==> src/rtl/core/tcce_pkg.sv <==
// Shared types, constants and codes of the text console cursor engine.
// No dependencies; every other file of the block imports this package.
package tcce_pkg;

  // Screen geometry.
  localparam int COLUMNS = 80;
  localparam int ROWS    = 25;

  localparam int COL_W   = $clog2(COLUMNS);
  localparam int ROW_W   = (ROWS > 2) ? $clog2(ROWS) : 1;
  localparam int CELLS   = ROWS * COLUMNS;
  localparam int ADDR_W  = $clog2(CELLS);

  // Port field widths.
  localparam int KIND_W   = 2;
  localparam int CH_W     = 8;
  localparam int RROW_W   = 5;
  localparam int RCOL_W   = 7;
  localparam int CURSOR_W = 11;
  localparam int CELL_W   = 16;

  // Depth of the command queue between front and back; a power of two.
  localparam int QUEUE_DEPTH = 2;

  // Item kinds.
  localparam logic [KIND_W-1:0] KIND_PUT   = 2'd0;
  localparam logic [KIND_W-1:0] KIND_CLEAR = 2'd1;
  localparam logic [KIND_W-1:0] KIND_READ  = 2'd2;

  // Character codes.
  localparam logic [CH_W-1:0] CH_BS    = 8'h08;
  localparam logic [CH_W-1:0] CH_TAB   = 8'h09;
  localparam logic [CH_W-1:0] CH_LF    = 8'h0A;
  localparam logic [CH_W-1:0] CH_CR    = 8'h0D;
  localparam logic [CH_W-1:0] CH_SPACE = 8'h20;
  localparam logic [CH_W-1:0] CH_LAST  = 8'h7F;

  localparam logic [CH_W-1:0] ATTR_BYTE = 8'h0F;
  localparam int              TAB_MASK  = 8 - 1;

  typedef enum logic [2:0] {
    OP_NOP,
    OP_BS,
    OP_TAB,
    OP_CR,
    OP_LF,
    OP_PRINT,
    OP_CLEAR,
    OP_READ
  } tcce_op_t;

  typedef struct packed {
    tcce_op_t         op;
    logic [CH_W-1:0]  ch;
    logic [ROW_W-1:0] rd_row;
    logic [COL_W-1:0] rd_col;
    logic             rd_ok;
  } tcce_cmd_t;

  typedef enum logic [1:0] {
    ST_IDLE,
    ST_READ,
    ST_SWEEP
  } tcce_state_t;

endpackage

==> src/rtl/core/tcce_queue.sv <==
// Short command queue that decouples the front end from the back end.
// Depends on tcce_pkg for the command type and depth.
module tcce_queue (
  input  logic                clk,
  input  logic                rst,
  input  tcce_pkg::tcce_cmd_t push_cmd,
  input  logic                push_valid,
  output logic                push_ready,
  output tcce_pkg::tcce_cmd_t pop_cmd,
  output logic                pop_valid,
  input  logic                pop_ready
);
  import tcce_pkg::*;

  localparam int PTR_W = (QUEUE_DEPTH > 1) ? $clog2(QUEUE_DEPTH) : 1;
  localparam int CNT_W = $clog2(QUEUE_DEPTH + 1);

  tcce_cmd_t        slots [QUEUE_DEPTH];
  logic [PTR_W-1:0] wr_ptr;
  logic [PTR_W-1:0] rd_ptr;
  logic [CNT_W-1:0] count;
  logic             do_push;
  logic             do_pop;

  assign push_ready = (count != CNT_W'(QUEUE_DEPTH));
  assign pop_valid  = (count != '0);
  assign pop_cmd    = slots[rd_ptr];
  assign do_push    = push_valid && push_ready;
  assign do_pop     = pop_valid && pop_ready;

  always_ff @(posedge clk) begin
    if (rst) begin
      wr_ptr <= '0;
      rd_ptr <= '0;
      count  <= '0;
    end else begin
      if (do_push) begin
        wr_ptr <= wr_ptr + PTR_W'(1);
      end
      if (do_pop) begin
        rd_ptr <= rd_ptr + PTR_W'(1);
      end
      if (do_push && !do_pop) begin
        count <= count + CNT_W'(1);
      end else if (do_pop && !do_push) begin
        count <= count - CNT_W'(1);
      end
    end
  end

  always_ff @(posedge clk) begin
    if (do_push) begin
      slots[wr_ptr] <= push_cmd;
    end
  end

endmodule

==> config.mk <==
export PLATFORM = sky130hd
export DESIGN_NAME = tcce_queue
export DESIGN_NICKNAME = d
export VERILOG_FILES = /design/src/rtl/core/tcce_pkg.sv /design/src/rtl/core/tcce_queue.sv
export SDC_FILE = /design/constraint.sdc
export NUM_CORES = 1
export LEC_CHECK = 0
export ABC_AREA = 0
export BUFFER_PORTS_ARGS = -buffer_cell sky130_fd_sc_hd__buf_2
export CAP_MARGIN = 15
export CORE_MARGIN = 2
export CORE_UTILIZATION = 40
export DETAILED_ROUTE_END_ITERATION = 10
export PLACE_DENSITY = 0.65
export SLEW_MARGIN = 20
export SYNTH_ARGS = -nofsm -noshare
export SYNTH_HDL_FRONTEND = slang
export SYNTH_SLANG_ARGS = --single-unit
==> constraint.sdc <==
create_clock -name clk -period 3.1 [get_ports clk]
set_input_delay 0.62 -clock clk [delete_from_list [all_inputs] [get_ports clk]]
set_output_delay 0.62 -clock clk [all_outputs]
set_load 0.05 [all_outputs]
==> impl_metrics.py, run 1 <==
metrics = {
    "timing": {
        "min_period_ns": 2.32,
        "setup_viol": 0,
        "worst_slack_ns": 0.783,
        "drv_slew": 0,
        "skew_ns": 0.00270,
        "rsz0062_at_grt": "no",
        "worst_pin_slew_ns": 0.987,
        "fmax_mhz": 432,
        "period_share": 0.747,
        "tns_ns": 0,
        "timing_hold_violations_final": 0,
        "maxSlewHeadroom": 0.341,
    },
    "logic_synthesis": {
        "yosysSeqAreaShare": 0.791,
        "synth_most_common_cell": "edfxtp_1",
        "yosys_warnings": 0,
        "synth_area_sq_um": 1950,
        "syn_inst": 99,
        "synth-xor-area-share": 0.0135,
        "synthAdderAreaFrac": 0.00642,
        "ys_async_sr_fraction": 0,
        "synth_top_cell_by_area": "edfxtp_1",
        "yosys.area_share.simple": 0.0257,
        "synth-edff-count": 48,
        "synth_nets": 128,
        "ys_ff_latch": 53,
        "synth-main-ff-cell": "edfxtp_1",
        "synth_top_area_share": 0.739,
        "synth.distinct_cells": 17,
        "synth_top_family_by_area": "multiplexers",
        "synth_compound_area_frac": 0.0154,
        "synth_area_leaders": "edfxtp_1, mux2_2, dfxtp_1, xor2_1, buf_2",
        "avgSynthCellArea_sq_um": 19.7,
        "synth_common_cells": "edfxtp_1, mux2_2, dfxtp_1",
        "muxShareOfSynthArea": 0.139,
    },
    "clocking": {
        "postCtsHoldBufs": 0,
        "cts_tree": "yes",
        "post_cts_buffers": 0,
        "clkSinkCount": 53,
        "ctsResizeCount": 0,
        "insertion_delay_ns": 0.29,
        "numCtsBuffers": 5,
        "cts_htree_levels": 2,
        "clk_pin_slew_worst_paths_ns": 0.08,
        "clockBufferDepth": 2,
        "cts-root-buf": "clkbuf_8",
    },
    "place": {
        "io_buffers": 53,
        "place_area_sq_um": 2300,
        "place.gp.congestion": 0.716,
        "place_ws_ns": 1.08,
        "dp_cells": 218,
        "dp_hpwl_um": 2270,
    },
    "power": {
        "ir_drop_v": 0.000569,
        "cellPowerDensity_nw_per_um2": 889,
        "p_leak_nw": 0.894,
    },
    "final_layout": {
        "antenna_cells": 0,
        "drive_gt1_frac": 0.551,
        "syn2layout_area_growth_pct": 22.0,
        "fin_nets": 187,
        "fill_cells": 405,
        "final_cells": 225,
        "stdcell_area_sq_um": 2380,
        "fin_util": 0.504,
    },
    "global_routing": {
        "grt_pass1_vias": 1079,
        "use_met1": 0.138,
        "grt.busiest_layer": "met2",
        "met3_usage": 0.0466,
        "grt_pass1_wl_um": 4890,
        "grt_max_degree": 25,
        "antenna_found_initial": 0,
        "grt_usage": 0.125,
        "grt.met2_usage": 0.219,
        "overflow": 0,
    },
    "floorplanning": {
        "rows": 25,
        "die_area_sq_um": 5450,
        "coreArea_sq_um": 4720,
        "io_pins": 54,
        "die-width_um": 73.8,
        "die_y_um": 73.8,
        "initial_utilization": 0.413,
    },
    "detailed_routing": {
        "drt-total-wl_um": 3300,
        "ant_nets": 0,
        "wl_per_cell_um": 14.7,
        "drtIter0Drc": 53,
        "via_count": 1039,
        "viasPerCell": 4.62,
        "firstDrtPassIters": 4,
        "drcViolationCount": 0,
    },
    "setup_path": {
        "setup.worst_path.end_class": "primary output",
        "arrival_ns": 1.70,
        "ff2ff_setup_slack_ns": 1.25,
        "required_ns": 2.48,
        "worstSetupStartpointType": "flip-flop",
        "endpoint": "pop_cmd[18]",
        "worstReg2RegStart": "count[0]$_SDFFE_PP0P_",
        "crit_fanout": 18,
        "r2r-end": "slots[0][6]$_DFFE_PP_",
        "crit_type": "flip-flop to primary output",
        "reg2reg_depth": 3,
    },
    "hold_path": {
        "min_path_type": "input pin to flip-flop",
    },
    "outcome": {
        "status": "finished, final reports clean",
    },
    "job": {
        "drv_cap": 0,
    },
}
-- kinds of logic after synthesis --
logic type / count (synthesis)
fa+ha+maj: 1
xor+xnor: 3
flops: 53
compound gates: 5
mux: 24
buf+inv: 4
simple gates: 9
-- power breakdown --
part | internal [mW] | leakage [nW] | switching, mW
clock network | 0.152 | 0.0377 | 0.196
registers | 0.897 | 0.490 | 0.0425
logic | 0.237 | 0.367 | 0.591
total | 1.29 | 0.894 | 0.829
-- placed cells by master, fill, tap and decap left out, drive strengths merged --
cell type	count
o21ai	2
a21oi	2
edfxtp	48
xor2	3
dfxtp	5
and3	1
and2	1
clkinv	1
or2	1
nand2b	1
clkbuf	5
ha	1
inv	1
clkinvlp	1
a21bo	1
nor2	3
buf	55
or3	1
nand3b	1
mux2	24
-- sequential cells by signal, indices dropped and copies added, names as in the netlist, named ones only --
register	cells
slots	48
wr_ptr	1
rd_ptr	1
count	2
-- critical path, stage by stage, from the launching register on --
cell and delay [ns]:
dfxtp_1 0.48, buf_4 0.33, mux2_2 0.38, buf_2 0.21
-- final cells by class --
| class | instances | area, sq um | area share |
|---|---|---|---|
| Clock buffer | 5 | 68.8 | 0.0289 |
| Clock inverter | 2 | 11.3 | 0.00473 |
| Inverter | 1 | 3.75 | 0.00158 |
| Multi-Input combinational cell | 42 | 389 | 0.164 |
| Sequential cell | 53 | 1540 | 0.648 |
| Tap cell | 67 | 83.8 | 0.0352 |
| Timing Repair Buffer | 55 | 280 | 0.118 |
-- per-layer routing --
| metal | vias up | wire [um] |
|---|---|---|
| met5 | - | 0 |
| met4 | 0 | 47 |
| met3 | 5 | 234 |
| met2 | 36 | 1740 |
| met1 | 505 | 1280 |
| li1 | 493 | - |
-- worst min path at each step --
stage / from / end / cells past startpoint
after detailed placement: rd_ptr$_SDFFE_PP0P_ / rd_ptr$_SDFFE_PP0P_ / 2
final: push_cmd[15] / slots[1][15]$_DFFE_PP_ / 1
after global routing: push_cmd[2] / slots[0][2]$_DFFE_PP_ / 1
after floorplan: count[1]$_SDFFE_PP0P_ / count[1]$_SDFFE_PP0P_ / 2
after global placement: rd_ptr$_SDFFE_PP0P_ / rd_ptr$_SDFFE_PP0P_ / 2
after CTS: push_cmd[15] / slots[0][15]$_DFFE_PP_ / 1
-- metrics by stage --
| step | hold slack [ns] | power, mW |
|---|---|---|
| after CTS | 0.500 | 2.15 |
| final | 0.511 | 2.12 |
| after global routing | 0.495 | 2.21 |
| after floorplan | 0.471 | 1.61 |
| after global placement | 0.487 | 1.77 |
| after detailed placement | 0.507 | 1.79 |
Note: power is estimated with default switching activity, not from simulation.
==> run 2: changes to the inputs <==
==> constraint.sdc (replaced) <==
create_clock -name clk -period 2.4 [get_ports clk]
set_input_delay 0.48 -clock clk [delete_from_list [all_inputs] [get_ports clk]]
set_output_delay 0.48 -clock clk [all_outputs]
set_load 0.05 [all_outputs]
==> run 2 against run 1 <==
  * Via count down 0.48%
  * Power increased by 30%
  * Clock-buffer cell count did not move
  * Wire length down 3.5%
  * Non-clock buffer count is 3 higher
  * Clock power is 32% higher
  * Global-route usage about the same
  * Design area up 0.95%
  * Setup slack lost 0.31 ns
  * Largest cell class unchanged
  * Largest power group unchanged
==> impl_metrics.py, run 2 (synthesis results as in run 1) <==
metrics = {
    "outcome": {
        "status": "finished, final reports clean",
    },
    "place": {
        "io_buffers": 53,
        "dp_hpwl_um": 2250,
        "place_area_sq_um": 2320,
        "dp_cells": 221,
        "place.gp.congestion": 0.690,
    },
    "timing": {
        "timing_hold_violations_final": 0,
        "worst_pin_slew_ns": 0.328,
        "maxSlewHeadroom": 0.779,
        "period_share": 0.801,
        "whs_ns": 0.367,
        "fmax_mhz": 520,
        "skew_ns": 0.00599,
        "tns_ns": 0,
        "rsz0062_at_grt": "no",
        "drv_slew": 0,
        "setup_viol": 0,
        "min_period_ns": 1.92,
    },
    "final_layout": {
        "largest_register": "slots",
        "stdcell_area_sq_um": 2400,
        "layout_common_cells": "buf_2, edfxtp_1, mux2_2",
        "drive_gt1_frac": 0.559,
        "largestRegisters": "slots x48, count x2",
        "layout_commonest_cell": "buf_2",
        "syn2layout_area_growth_pct": 23.2,
        "antenna_cells": 0,
        "fin_nets": 190,
        "final_cells": 228,
        "fin_util": 0.508,
        "largest_register_ff_count": 48,
    },
    "global_routing": {
        "grt_pass1_wl_um": 4890,
        "overflow": 0,
        "grt.met2_usage": 0.218,
        "grt_pass1_vias": 1111,
        "antenna_found_initial": 0,
        "grt_usage": 0.125,
        "met3_usage": 0.0562,
        "grt_max_degree": 21,
        "grt.busiest_layer": "met2",
        "use_met1": 0.131,
    },
    "setup_path": {
        "crit_type": "flip-flop to primary output",
        "arrival_ns": 1.44,
        "slowest_stage": "mux2_2",
        "cp_num_buf_inv": 2,
        "worstSetupStartpointType": "flip-flop",
        "setup.worst_path.end_class": "primary output",
        "required_ns": 1.92,
        "crit_family": "buffers and inverters",
        "crit_fanout": 14,
        "cp_cell_sequence": "buf_4 > mux2_2 > buf_2",
        "slowest_delay_ns": 0.36,
    },
    "detailed_routing": {
        "wl_per_cell_um": 14.0,
        "drt-total-wl_um": 3180,
        "via_count": 1034,
        "drcViolationCount": 0,
        "viasPerCell": 4.54,
        "drtIter0Drc": 54,
        "firstDrtPassIters": 4,
        "ant_nets": 0,
    },
    "clocking": {
        "clkSinkCount": 53,
        "cts_tree": "yes",
        "ctsResizeCount": 0,
        "cts-root-buf": "clkbuf_8",
        "cts_htree_levels": 2,
        "post_cts_buffers": 0,
        "clockBufferDepth": 2,
        "clk_pin_slew_worst_paths_ns": 0.09,
        "postCtsHoldBufs": 0,
        "insertion_delay_ns": 0.29,
        "numCtsBuffers": 5,
    },
    "floorplanning": {
        "initial_utilization": 0.413,
        "rows": 25,
        "io_pins": 54,
        "coreArea_sq_um": 4720,
        "die_y_um": 73.8,
        "die-width_um": 73.8,
        "die_area_sq_um": 5450,
    },
    "power": {
        "ir_drop_v": 0.000666,
        "power_frac_comb": 0.397,
        "swShare": 0.392,
        "p_leak_nw": 0.910,
        "clockPowerShare": 0.166,
        "p_int_mw": 1.67,
        "cellPowerDensity_nw_per_um2": 1150,
        "seqPwrFrac": 0.436,
        "p_switching_mw": 1.08,
    },
    "job": {
        "drv_cap": 0,
    },
    "hold_path": {
        "min_path_type": "input pin to flip-flop",
    },
}
==> run 2: changes by cell type in the layout (fill, tap and decap cells not counted) <==
cell / delta
buf_4: +3
==> run 2: final cells by class <==
| class | count | area, sq um |
|---|---|---|
| clock buffer | 5 | 68.8 |
| tap | 67 | 83.8 |
| fill | 402 | 2320 |
| sequential | 53 | 1540 |
| timing repair buffer | 58 | 303 |
| multi-input combinational | 42 | 389 |
| clock inverter | 2 | 11.3 |
| inverter | 1 | 3.75 |
==> run 2: final timing paths <==
| path | from | to | slack (ns) | cells after the start |
|---|---|---|---|---|
| max | flip-flop | pop_cmd[7] | 0.48 | 3 |
| min | push_cmd[9] | slots[1][9]$_DFFE_PP_ | 0.37 | 1 |
| max reg2reg | count[0]$_SDFFE_PP0P_ | count[1]$_SDFFE_PP0P_ | 0.73 | 5 |
| min reg2reg | rd_ptr$_SDFFE_PP0P_ | rd_ptr$_SDFFE_PP0P_ | 0.51 | 2 |
==> run 2: power groups by stage <==
| stage | combinational, mW | sequential (mW) | clock, mW |
|---|---|---|---|
| after CTS | 1.11 | 1.20 | 0.475 |
| final | 1.09 | 1.20 | 0.458 |
| after global placement | 1.09 | 1.21 | 0 |
| after floorplan | 0.873 | 1.21 | 0 |
| after global routing | 1.16 | 1.21 | 0.506 |
| after detailed placement | 1.10 | 1.22 | 0 |
==> run 2: per-layer routing <==
layer / vias to the layer above / wire (um)
li1: 499 / -
met2: 46 / 1630
met5: - / 0
met1: 487 / 1280
met3: 2 / 260
met4: 0 / 17
==> run 2: stage by stage <==
| step | setup slack [ns] | total power [mW] |
|---|---|---|
| CTS | 0.451 | 2.78 |
| floorplan | 0.386 | 2.08 |
| global placement | 0.804 | 2.30 |
| detailed placement | 0.739 | 2.33 |
| global route | 0.395 | 2.88 |
| finish | 0.477 | 2.75 |
==> run 2: worst register-to-register path, cell delays in order (launching register included) <==
cell      delay [ns]
dfxtp_1         0.36
nand2b_1        0.23
and2_1          0.19
ha_1            0.33
or3_1           0.35
a21oi_1         0.15
