File: src/rtl/core/tcce_pkg.sv
// Shared types, constants and codes of the text console cursor engine.
// No dependencies; every other file of the block imports this package.
package tcce_pkg;

  // Screen geometry.
  localparam int COLUMNS = 80;
  localparam int ROWS    = 25;

  localparam int COL_W   = $clog2(COLUMNS);
  localparam int ROW_W   = (ROWS > 2) ? $clog2(ROWS) : 1;
  localparam int CELLS   = ROWS * COLUMNS;
  localparam int ADDR_W  = $clog2(CELLS);

  // Port field widths.
  localparam int KIND_W   = 2;
  localparam int CH_W     = 8;
  localparam int RROW_W   = 5;
  localparam int RCOL_W   = 7;
  localparam int CURSOR_W = 11;
  localparam int CELL_W   = 16;

  // Depth of the command queue between front and back; a power of two.
  localparam int QUEUE_DEPTH = 2;

  // Item kinds.
  localparam logic [KIND_W-1:0] KIND_PUT   = 2'd0;
  localparam logic [KIND_W-1:0] KIND_CLEAR = 2'd1;
  localparam logic [KIND_W-1:0] KIND_READ  = 2'd2;

  // Character codes.
  localparam logic [CH_W-1:0] CH_BS    = 8'h08;
  localparam logic [CH_W-1:0] CH_TAB   = 8'h09;
  localparam logic [CH_W-1:0] CH_LF    = 8'h0A;
  localparam logic [CH_W-1:0] CH_CR    = 8'h0D;
  localparam logic [CH_W-1:0] CH_SPACE = 8'h20;
  localparam logic [CH_W-1:0] CH_LAST  = 8'h7F;

  localparam logic [CH_W-1:0] ATTR_BYTE = 8'h0F;
  localparam int              TAB_MASK  = 8 - 1;

  typedef enum logic [2:0] {
    OP_NOP,
    OP_BS,
    OP_TAB,
    OP_CR,
    OP_LF,
    OP_PRINT,
    OP_CLEAR,
    OP_READ
  } tcce_op_t;

  typedef struct packed {
    tcce_op_t         op;
    logic [CH_W-1:0]  ch;
    logic [ROW_W-1:0] rd_row;
    logic [COL_W-1:0] rd_col;
    logic             rd_ok;
  } tcce_cmd_t;

  typedef enum logic [1:0] {
    ST_IDLE,
    ST_READ,
    ST_SWEEP
  } tcce_state_t;

endpackage

File: src/rtl/core/tcce_req_if.sv
// Request channel of the console engine: valid/ready plus one input item.
// Field widths come from tcce_pkg.
interface tcce_req_if;
  import tcce_pkg::*;

  logic              valid;
  logic              ready;
  logic [KIND_W-1:0] kind;
  logic [CH_W-1:0]   ch;
  logic [RROW_W-1:0] read_row;
  logic [RCOL_W-1:0] read_col;

  modport source (output valid, kind, ch, read_row, read_col, input ready);
  modport sink   (input valid, kind, ch, read_row, read_col, output ready);
endinterface

File: src/rtl/core/tcce_front.sv
// Front end: accepts request transfers, decodes them into queue commands.
// Depends on tcce_pkg and tcce_req_if.
module tcce_front (
  input  logic                clk,
  input  logic                rst,
  tcce_req_if.sink            req,
  output tcce_pkg::tcce_cmd_t cmd,
  output logic                cmd_valid,
  input  logic                cmd_ready
);
  import tcce_pkg::*;

  tcce_cmd_t decoded;
  logic      hold_valid;
  tcce_cmd_t hold;

  always_comb begin
    decoded.ch     = req.ch;
    decoded.rd_row = ROW_W'(req.read_row);
    decoded.rd_col = COL_W'(req.read_col);
    decoded.rd_ok  = (int'(req.read_row) < ROWS) && (int'(req.read_col) < COLUMNS);
    case (req.kind)
      KIND_PUT: begin
        if (req.ch == CH_BS) begin
          decoded.op = OP_BS;
        end else if (req.ch == CH_TAB) begin
          decoded.op = OP_TAB;
        end else if (req.ch == CH_CR) begin
          decoded.op = OP_CR;
        end else if (req.ch == CH_LF) begin
          decoded.op = OP_LF;
        end else if (req.ch inside {[CH_SPACE:CH_LAST]}) begin
          decoded.op = OP_PRINT;
        end else begin
          decoded.op = OP_NOP;
        end
      end
      KIND_CLEAR: decoded.op = OP_CLEAR;
      KIND_READ:  decoded.op = OP_READ;
      default:    decoded.op = OP_NOP;
    endcase
  end

  assign req.ready = !hold_valid || cmd_ready;

  always_ff @(posedge clk) begin
    if (rst) begin
      hold_valid <= 1'b0;
    end else if (req.ready) begin
      hold_valid <= req.valid;
    end
  end

  always_ff @(posedge clk) begin
    if (req.valid && req.ready) begin
      hold <= decoded;
    end
  end

  assign cmd       = hold;
  assign cmd_valid = hold_valid;

endmodule

File: src/flat_wrapper.sv
// flat-port wrapper written by rule: the top's interface ports become plain ports
module tcce_front_flat import tcce_pkg::*;
  (clk, rst, cmd, cmd_valid, cmd_ready, req_valid, req_kind, req_ch, req_read_row, req_read_col, req_ready);
  tcce_req_if req_i ();
  input  logic clk;
  input  logic rst;
  output tcce_pkg::tcce_cmd_t cmd;
  output logic cmd_valid;
  input  logic cmd_ready;
  input wire logic [$bits(req_i.valid)-1:0] req_valid;
  input wire logic [$bits(req_i.kind)-1:0] req_kind;
  input wire logic [$bits(req_i.ch)-1:0] req_ch;
  input wire logic [$bits(req_i.read_row)-1:0] req_read_row;
  input wire logic [$bits(req_i.read_col)-1:0] req_read_col;
  output wire logic [$bits(req_i.ready)-1:0] req_ready;
  assign req_i.valid = req_valid;
  assign req_i.kind = req_kind;
  assign req_i.ch = req_ch;
  assign req_i.read_row = req_read_row;
  assign req_i.read_col = req_read_col;
  assign req_ready = req_i.ready;
  tcce_front u_core (.clk(clk), .rst(rst), .req(req_i), .cmd(cmd), .cmd_valid(cmd_valid), .cmd_ready(cmd_ready));
endmodule
File: config.mk
export PLATFORM = sky130hd
export DESIGN_NAME = tcce_front_flat
export DESIGN_NICKNAME = d
export VERILOG_FILES = /design/src/rtl/core/tcce_pkg.sv /design/src/rtl/core/tcce_req_if.sv /design/src/rtl/core/tcce_front.sv /design/src/flat_wrapper.sv
export SDC_FILE = /design/constraint.sdc
export NUM_CORES = 1
export LEC_CHECK = 0
export BUFFER_PORTS_ARGS = -buffer_cell sky130_fd_sc_hd__buf_2
export CORE_MARGIN = 10
export CORE_UTILIZATION = 38
export CTS_CLUSTER_DIAMETER = 200
export DETAILED_ROUTE_END_ITERATION = 7
export GPL_ROUTABILITY_DRIVEN = 0
export HOLD_SLACK_MARGIN = 0.05
export MAX_ROUTING_LAYER = met4
export PLACE_DENSITY = 0.74
export SLEW_MARGIN = 20
export SYNTH_ARGS = -nofsm -noshare
export SYNTH_HDL_FRONTEND = slang
export SYNTH_SLANG_ARGS = --single-unit
File: constraint.sdc
create_clock -name clk -period 1.4 [get_ports clk]
set_clock_uncertainty 0.15 [all_clocks]
set_input_delay 0.07 -clock clk [delete_from_list [all_inputs] [get_ports clk]]
set_output_delay 0.07 -clock clk [all_outputs]
set_load 0.005 [all_outputs]
==> flow_metrics.env, run 1 <==
export IMPL_drtAntennaViolNets=0
export IMPL_clkPwrFrac_pct=22.3
export IMPL_crit_required_ns=1.41
export IMPL_power_internal_uw=1113
export IMPL_clockBufferDepth=2
export IMPL_cts_buffers=3
export IMPL_vias=760
export IMPL_cp_end_kind="flop"
export IMPL_yosys_area_top_type="edfxtp_1"
export IMPL_startpoint="req_ch[7]"
export IMPL_track_usage_pct=11.90
export IMPL_fin_tns_setup_ns=0
export IMPL_die_w_microns=68.69
export IMPL_multi_input_area_sq_um=150.1
export IMPL_tightestPinTransition_ns=0.3110
export IMPL_dieHeight_microns=68.69
export IMPL_synth_seq_cells=25
export IMPL_p_comb_share_pct=15.9
export IMPL_final_cell_mix="buf_2, dlygate4sd3_1, edfxtp_1"
export IMPL_dpl_hpwl_mm=1.736
export IMPL_root_buffer="clkbuf_4"
export IMPL_die_area_sq_mm=0.004718
export IMPL_max_freq_ghz=0.7285
export IMPL_place_port_buffers=51
export IMPL_grt_pass1_wl_mm=3.981
export IMPL_power_density_mw_per_mm2=944.1
export IMPL_avgViaCountPerCell=4.750
export IMPL_cp_slowest_cell="dlygate4sd3_1"
export IMPL_netlist_area_sq_um=900.9
export IMPL_peakVddDrop_mv=0.6280
export IMPL_p_sw_share_pct=22.12
export IMPL_cts_tree="built"
export IMPL_crit_family="buffers and inverters"
export IMPL_leakage_uw=0.0006497
export IMPL_outcome="completed"
export IMPL_crit_path_start_kind="input pin"
export IMPL_drive_gt1_share_pct=44.70
export IMPL_yosysWarnings=0
export IMPL_antennaDiodeCount=0
export IMPL_rows=17
export IMPL_final_common_cell="buf_2"
export IMPL_final_fill_count=164
export IMPL_p_sw_uw=316.2
export IMPL_final_nets=161
export IMPL_remaining_drc_errors=0
export IMPL_finalHoldWorstSlack_ns=0.2401
export IMPL_wl_per_cell_microns=16.40
export IMPL_path_cells="dlygate4sd3_1, buf_2, nor3b_2, a311oi_1, nor3_1"
export IMPL_synth_top_cells_by_area="edfxtp_1, ha_1, dfxtp_1"
export IMPL_grt_ovfl_total=0
export IMPL_rsz0062_at_grt="no"
export IMPL_final_setup_viol_count=0
export IMPL_start_util_pct=40.34
export IMPL_clk_latency_ns=0.30
export IMPL_finalWorstPathRequiredPeriod_ns=1.373
export IMPL_ys_seq_area_share_pct=82.22
export IMPL_drtIter0Drc=39
export IMPL_slew_headroom_pct=79.11
export IMPL_clkTransAtPathRegs_ns=0.14
export IMPL_drv_cap=0
export IMPL_drt_wl_total_mm=2.624
export IMPL_fin_crit_sh_pct=98.05
export IMPL_min_path_type="input pin to flop"
export IMPL_critical_path_buf_inv_count=2
export IMPL_crit_fanout=3
export IMPL_crit_arrival_ns=1.39
export IMPL_crit_path_max_incr_delay_ns=0.54
export IMPL_area_delta_synth_final_pct=68.06
export IMPL_synth_fp_nets=77
export IMPL_synthCells=49
export IMPL_antenna_found_initial=0
export IMPL_p_seq_share_pct=61.8
export IMPL_syn_avg_cell_area_sq_um=18.38
export IMPL_crit_type="input pin to flop"
export IMPL_hold_start="req_kind[1]"
export IMPL_register_area_sq_um=742.0
export IMPL_grt_max_degree=25
export IMPL_hold_viol_final=0
export IMPL_drv_slew=0
export IMPL_ios=52
export IMPL_synth_cell_types=19
export IMPL_yosysTopAreaCellShare_pct=80.00
export IMPL_r2r_start="u_core.cmd_valid$_SDFFE_PP0N_"
export IMPL_numClockSinks=25
export IMPL_dr_pass1_iters=4
export IMPL_first_global_vias=829
export IMPL_htreeDepth=1
export IMPL_core_sq_mm=0.002233
-- synth_stat cells --
library cell / n
and2_1: 2
o21ba_1: 1
a41oi_1: 1
nor3b_2: 1
dfxtp_1: 1
a21oi_1: 1
nor2_1: 3
o311ai_0: 1
nand2b_1: 1
o22ai_1: 1
a31oi_1: 1
ha_1: 2
o21ai_0: 1
nor3_1: 2
xnor2_1: 1
a311oi_1: 1
edfxtp_1: 24
nand2_1: 1
inv_1: 3
-- cell type report --
class | count | share of cell area (%)
multi-input combinational | 21 | 9.917
sequential | 25 | 49.01
tap | 28 | 2.314
timing repair buffer | 79 | 36.03
clock inverter | 1 | 0.4959
clock buffer | 3 | 1.488
inverter | 3 | 0.7438
-- metal layers --
metal | GRT usage [%] | wire, microns
met5 | - | 0
met2 | 24.42 | 1577
met1 | 9.903 | 825
met4 | 6.158 | 72
met3 | 1.449 | 148
-- sequential cells by signal, indices dropped and copies added, names as in the netlist --
register / cells
u_core.cmd_valid: 1
u_core.cmd: 24
-- power groups by stage --
| stage | clock, uW | sequential [uW] | combinational (uW) |
|---|---|---|---|
| finish | 319 | 884 | 227 |
| global route | 377 | 889 | 245 |
| CTS | 332 | 884 | 222 |
| detailed placement | 0 | 901 | 166 |
| global placement | 0 | 899 | 159 |
| floorplan | 0 | 910 | 45.5 |
-- timing repair --
item,in CTS,in global routing
setup buffers,0,0
gates resized for setup,0,1
hold endpoints to repair,25,1
hold buffers,26,2
setup endpoints to repair,0,1
-- final timing paths --
kind | slack (ns) | endpoint | depth (start not counted)
worst min-delay path | 0.24 | u_core.cmd[23]$_DFFE_PP_ | 5
worst min register to register | 0.40 | u_core.cmd_valid$_SDFFE_PP0N_ | 2
worst max register to register | 0.17 | u_core.cmd[20]$_DFFE_PP_ | 3
worst max-delay path | 0.03 | u_core.cmd[23]$_DFFE_PP_ | 5
-- cell families (layout without fill, tap and decap cells) --
family / after synthesis / in the layout / synth area share [%]
flops: 25 / 25 / 82.22
simple gates: 10 / 10 / 6.250
compound gates: 8 / 8 / 6.528
buf+inv: 3 / 86 / 1.250
fa+ha+maj: 2 / 2 / 2.777
xor+xnor: 1 / 1 / 0.9724
-- worst min-delay path: stages --
cell and delay (ns):
buf_2 0.09, inv_1 0.05, ha_1 0.21, nor2_1 0.09, nor3_1 0.05
-- stage by stage --
stage / worst slack [ns] / utilization [%] / area (sq um) / total power, uW / cells
after floorplan: 0.06580 / - / 902.1 / 955.6 / 49
after global placement: 0.2008 / 54.29 / 1212 / 1058 / 129
after detailed placement: 0.1385 / 54.29 / 1212 / 1067 / 129
after CTS: 0.04660 / 67.28 / 1503 / 1438 / 159
after global routing: 0.03030 / 67.79 / 1514 / 1511 / 160
final: 0.02736 / 67.79 / 1514 / 1429 / 160
Note: power is estimated with default switching activity, not from simulation.
==> run 2: changes to the inputs <==
Settings changed: CORE_ASPECT_RATIO set to 1.2.
==> run 2 against run 1 <==
Combinational power down 5%. Flip-flop and latch count unchanged. Final cell count unchanged. Global-route usage down 1.9 points. Maximum frequency up 1.5%. Worst setup slack better by 0.020 ns. Hold slack worse by 0.17 ns. Clock power down 8.2%. Die area up 0.16%. Total power down 2.7%. Wire length down 12%. Largest cell class unchanged.
==> flow_metrics.env, run 2 (synthesis gave the netlist of run 1 again) <==
export IMPL_rows=19
export IMPL_drv_slew=0
export IMPL_largest_reg_flops=24
export IMPL_die_w_microns=64.45
export IMPL_tightestPinTransition_ns=0.2754
export IMPL_power_density_mw_per_mm2=937.2
export IMPL_clockBufferDepth=2
export IMPL_antennaDiodeCount=0
export IMPL_peakVddDrop_mv=0.4897
export IMPL_track_usage_pct=10.00
export IMPL_avgViaCountPerCell=4.431
export IMPL_grt_pass1_wl_mm=3.539
export IMPL_vias=709
export IMPL_htreeDepth=1
export IMPL_slew_headroom_pct=81.41
export IMPL_final_setup_viol_count=0
export IMPL_crit_required_ns=1.32
export IMPL_area_delta_synth_final_pct=64.72
export IMPL_dieHeight_microns=73.34
export IMPL_max_freq_ghz=0.7392
export IMPL_core_sq_mm=0.002282
export IMPL_hold_viol_final=0
export IMPL_rrSetupSlack_ns=0.05
export IMPL_start_util_pct=39.47
export IMPL_dr_pass1_iters=4
export IMPL_root_buffer="clkbuf_4"
export IMPL_drt_wl_total_mm=2.297
export IMPL_drtAntennaViolNets=0
export IMPL_crit_type="input pin to flop"
export IMPL_place_port_buffers=51
export IMPL_final_nets=158
export IMPL_crit_arrival_ns=1.27
export IMPL_fin_tns_setup_ns=0
export IMPL_cts_tree="built"
export IMPL_numClockSinks=25
export IMPL_startpoint="req_ch[6]"
export IMPL_final_fill_count=172
export IMPL_first_global_vias=748
export IMPL_leakage_uw=0.0006391
export IMPL_clkTransAtPathRegs_ns=0.12
export IMPL_ios=52
export IMPL_final_common_cell="buf_2"
export IMPL_fin_crit_sh_pct=96.63
export IMPL_wl_per_cell_microns=14.36
export IMPL_finalWorstPathRequiredPeriod_ns=1.353
export IMPL_r2r_start="u_core.cmd_valid$_SDFFE_PP0N_"
export IMPL_total_power_uw=1391
export IMPL_crit_fanout=3
export IMPL_cts_buffers=3
export IMPL_min_path_type="input pin to flop"
export IMPL_drv_cap=0
export IMPL_clk_latency_ns=0.30
export IMPL_final_cell_mix="buf_2, dlygate4sd3_1, edfxtp_1"
export IMPL_drive_gt1_share_pct=44.96
export IMPL_cp_end_kind="flop"
export IMPL_rsz0062_at_grt="no"
export IMPL_remaining_drc_errors=0
export IMPL_die_area_sq_mm=0.004726
export IMPL_dpl_hpwl_mm=1.612
export IMPL_hold_start="req_kind[1]"
export IMPL_grt_max_degree=25
export IMPL_antenna_found_initial=0
export IMPL_outcome="completed"
export IMPL_drtIter0Drc=21
export IMPL_grt_ovfl_total=0
export IMPL_crit_path_start_kind="input pin"
export IMPL_ctsResizeCount=0
-- run 2: where the power goes --
| group | leakage (uW) | switching (uW) | internal (uW) | total [uW] |
|---|---|---|---|---|
| Combinational | 0.000380 | 90.7 | 125 | 216 |
| Sequential | 0.000241 | 8.75 | 874 | 883 |
| Clock | 0.0000177 | 186 | 106 | 293 |
-- run 2: critical path, cell delays in order --
cell	delay [ns]
dlygate4sd3_1	0.53
buf_2	0.14
o21ba_1	0.20
a311oi_1	0.25
nor3_1	0.08
-- run 2: cell type report --
| class | instances | area (sq um) | area share, % |
|---|---|---|---|
| timing repair buffer | 76 | 515.5 | 34.74 |
| tap | 31 | 38.79 | 2.614 |
| sequential | 25 | 740.7 | 49.92 |
| inverter | 3 | 11.26 | 0.7589 |
| multi-input combinational | 21 | 150.1 | 10.12 |
| clock inverter | 1 | 5.005 | 0.3373 |
| clock buffer | 3 | 22.52 | 1.518 |
-- run 2: worst paths after layout --
path                                        end  depth (start not counted)
setup / recovery       u_core.cmd[23]$_DFFE_PP_                          5
hold / removal         u_core.cmd[22]$_DFFE_PP_                          3
setup reg to reg  u_core.cmd_valid$_SDFFE_PP0N_                          3
hold reg to reg        u_core.cmd[18]$_DFFE_PP_                          3
-- run 2: layer usage --
| metal | global-route usage [%] | vias to the layer above | routed length, microns |
|---|---|---|---|
| met3 | 2.736 | 2 | 168 |
| met4 | 7.143 | 0 | 2 |
| li1 | - | 352 | - |
| met2 | 17.32 | 33 | 1244 |
| met1 | 9.372 | 322 | 882 |
| met5 | - | - | 0 |
-- run 2: per-stage QoR --
stage | cells | worst slack, ns | hold slack (ns) | util [%] | instance area, sq um
after CTS | 160 | 0.04046 | 0.05694 | 65.02 | 1484
after global routing | 160 | 0.01970 | 0.07334 | 65.02 | 1484
after floorplan | 49 | 0.06580 | -0.01093 | - | 902.1
final | 160 | 0.04716 | 0.06935 | 65.02 | 1484
after detailed placement | 132 | 0.1567 | 0.08955 | 53.29 | 1216
after global placement | 132 | 0.1929 | 0.07392 | 53.29 | 1216
-- run 2: repair_timing --
action,in CTS,in global routing
hold endpoints to repair,24,0
buffers inserted,0,0
hold buffers,24,0
setup endpoints to repair,0,0
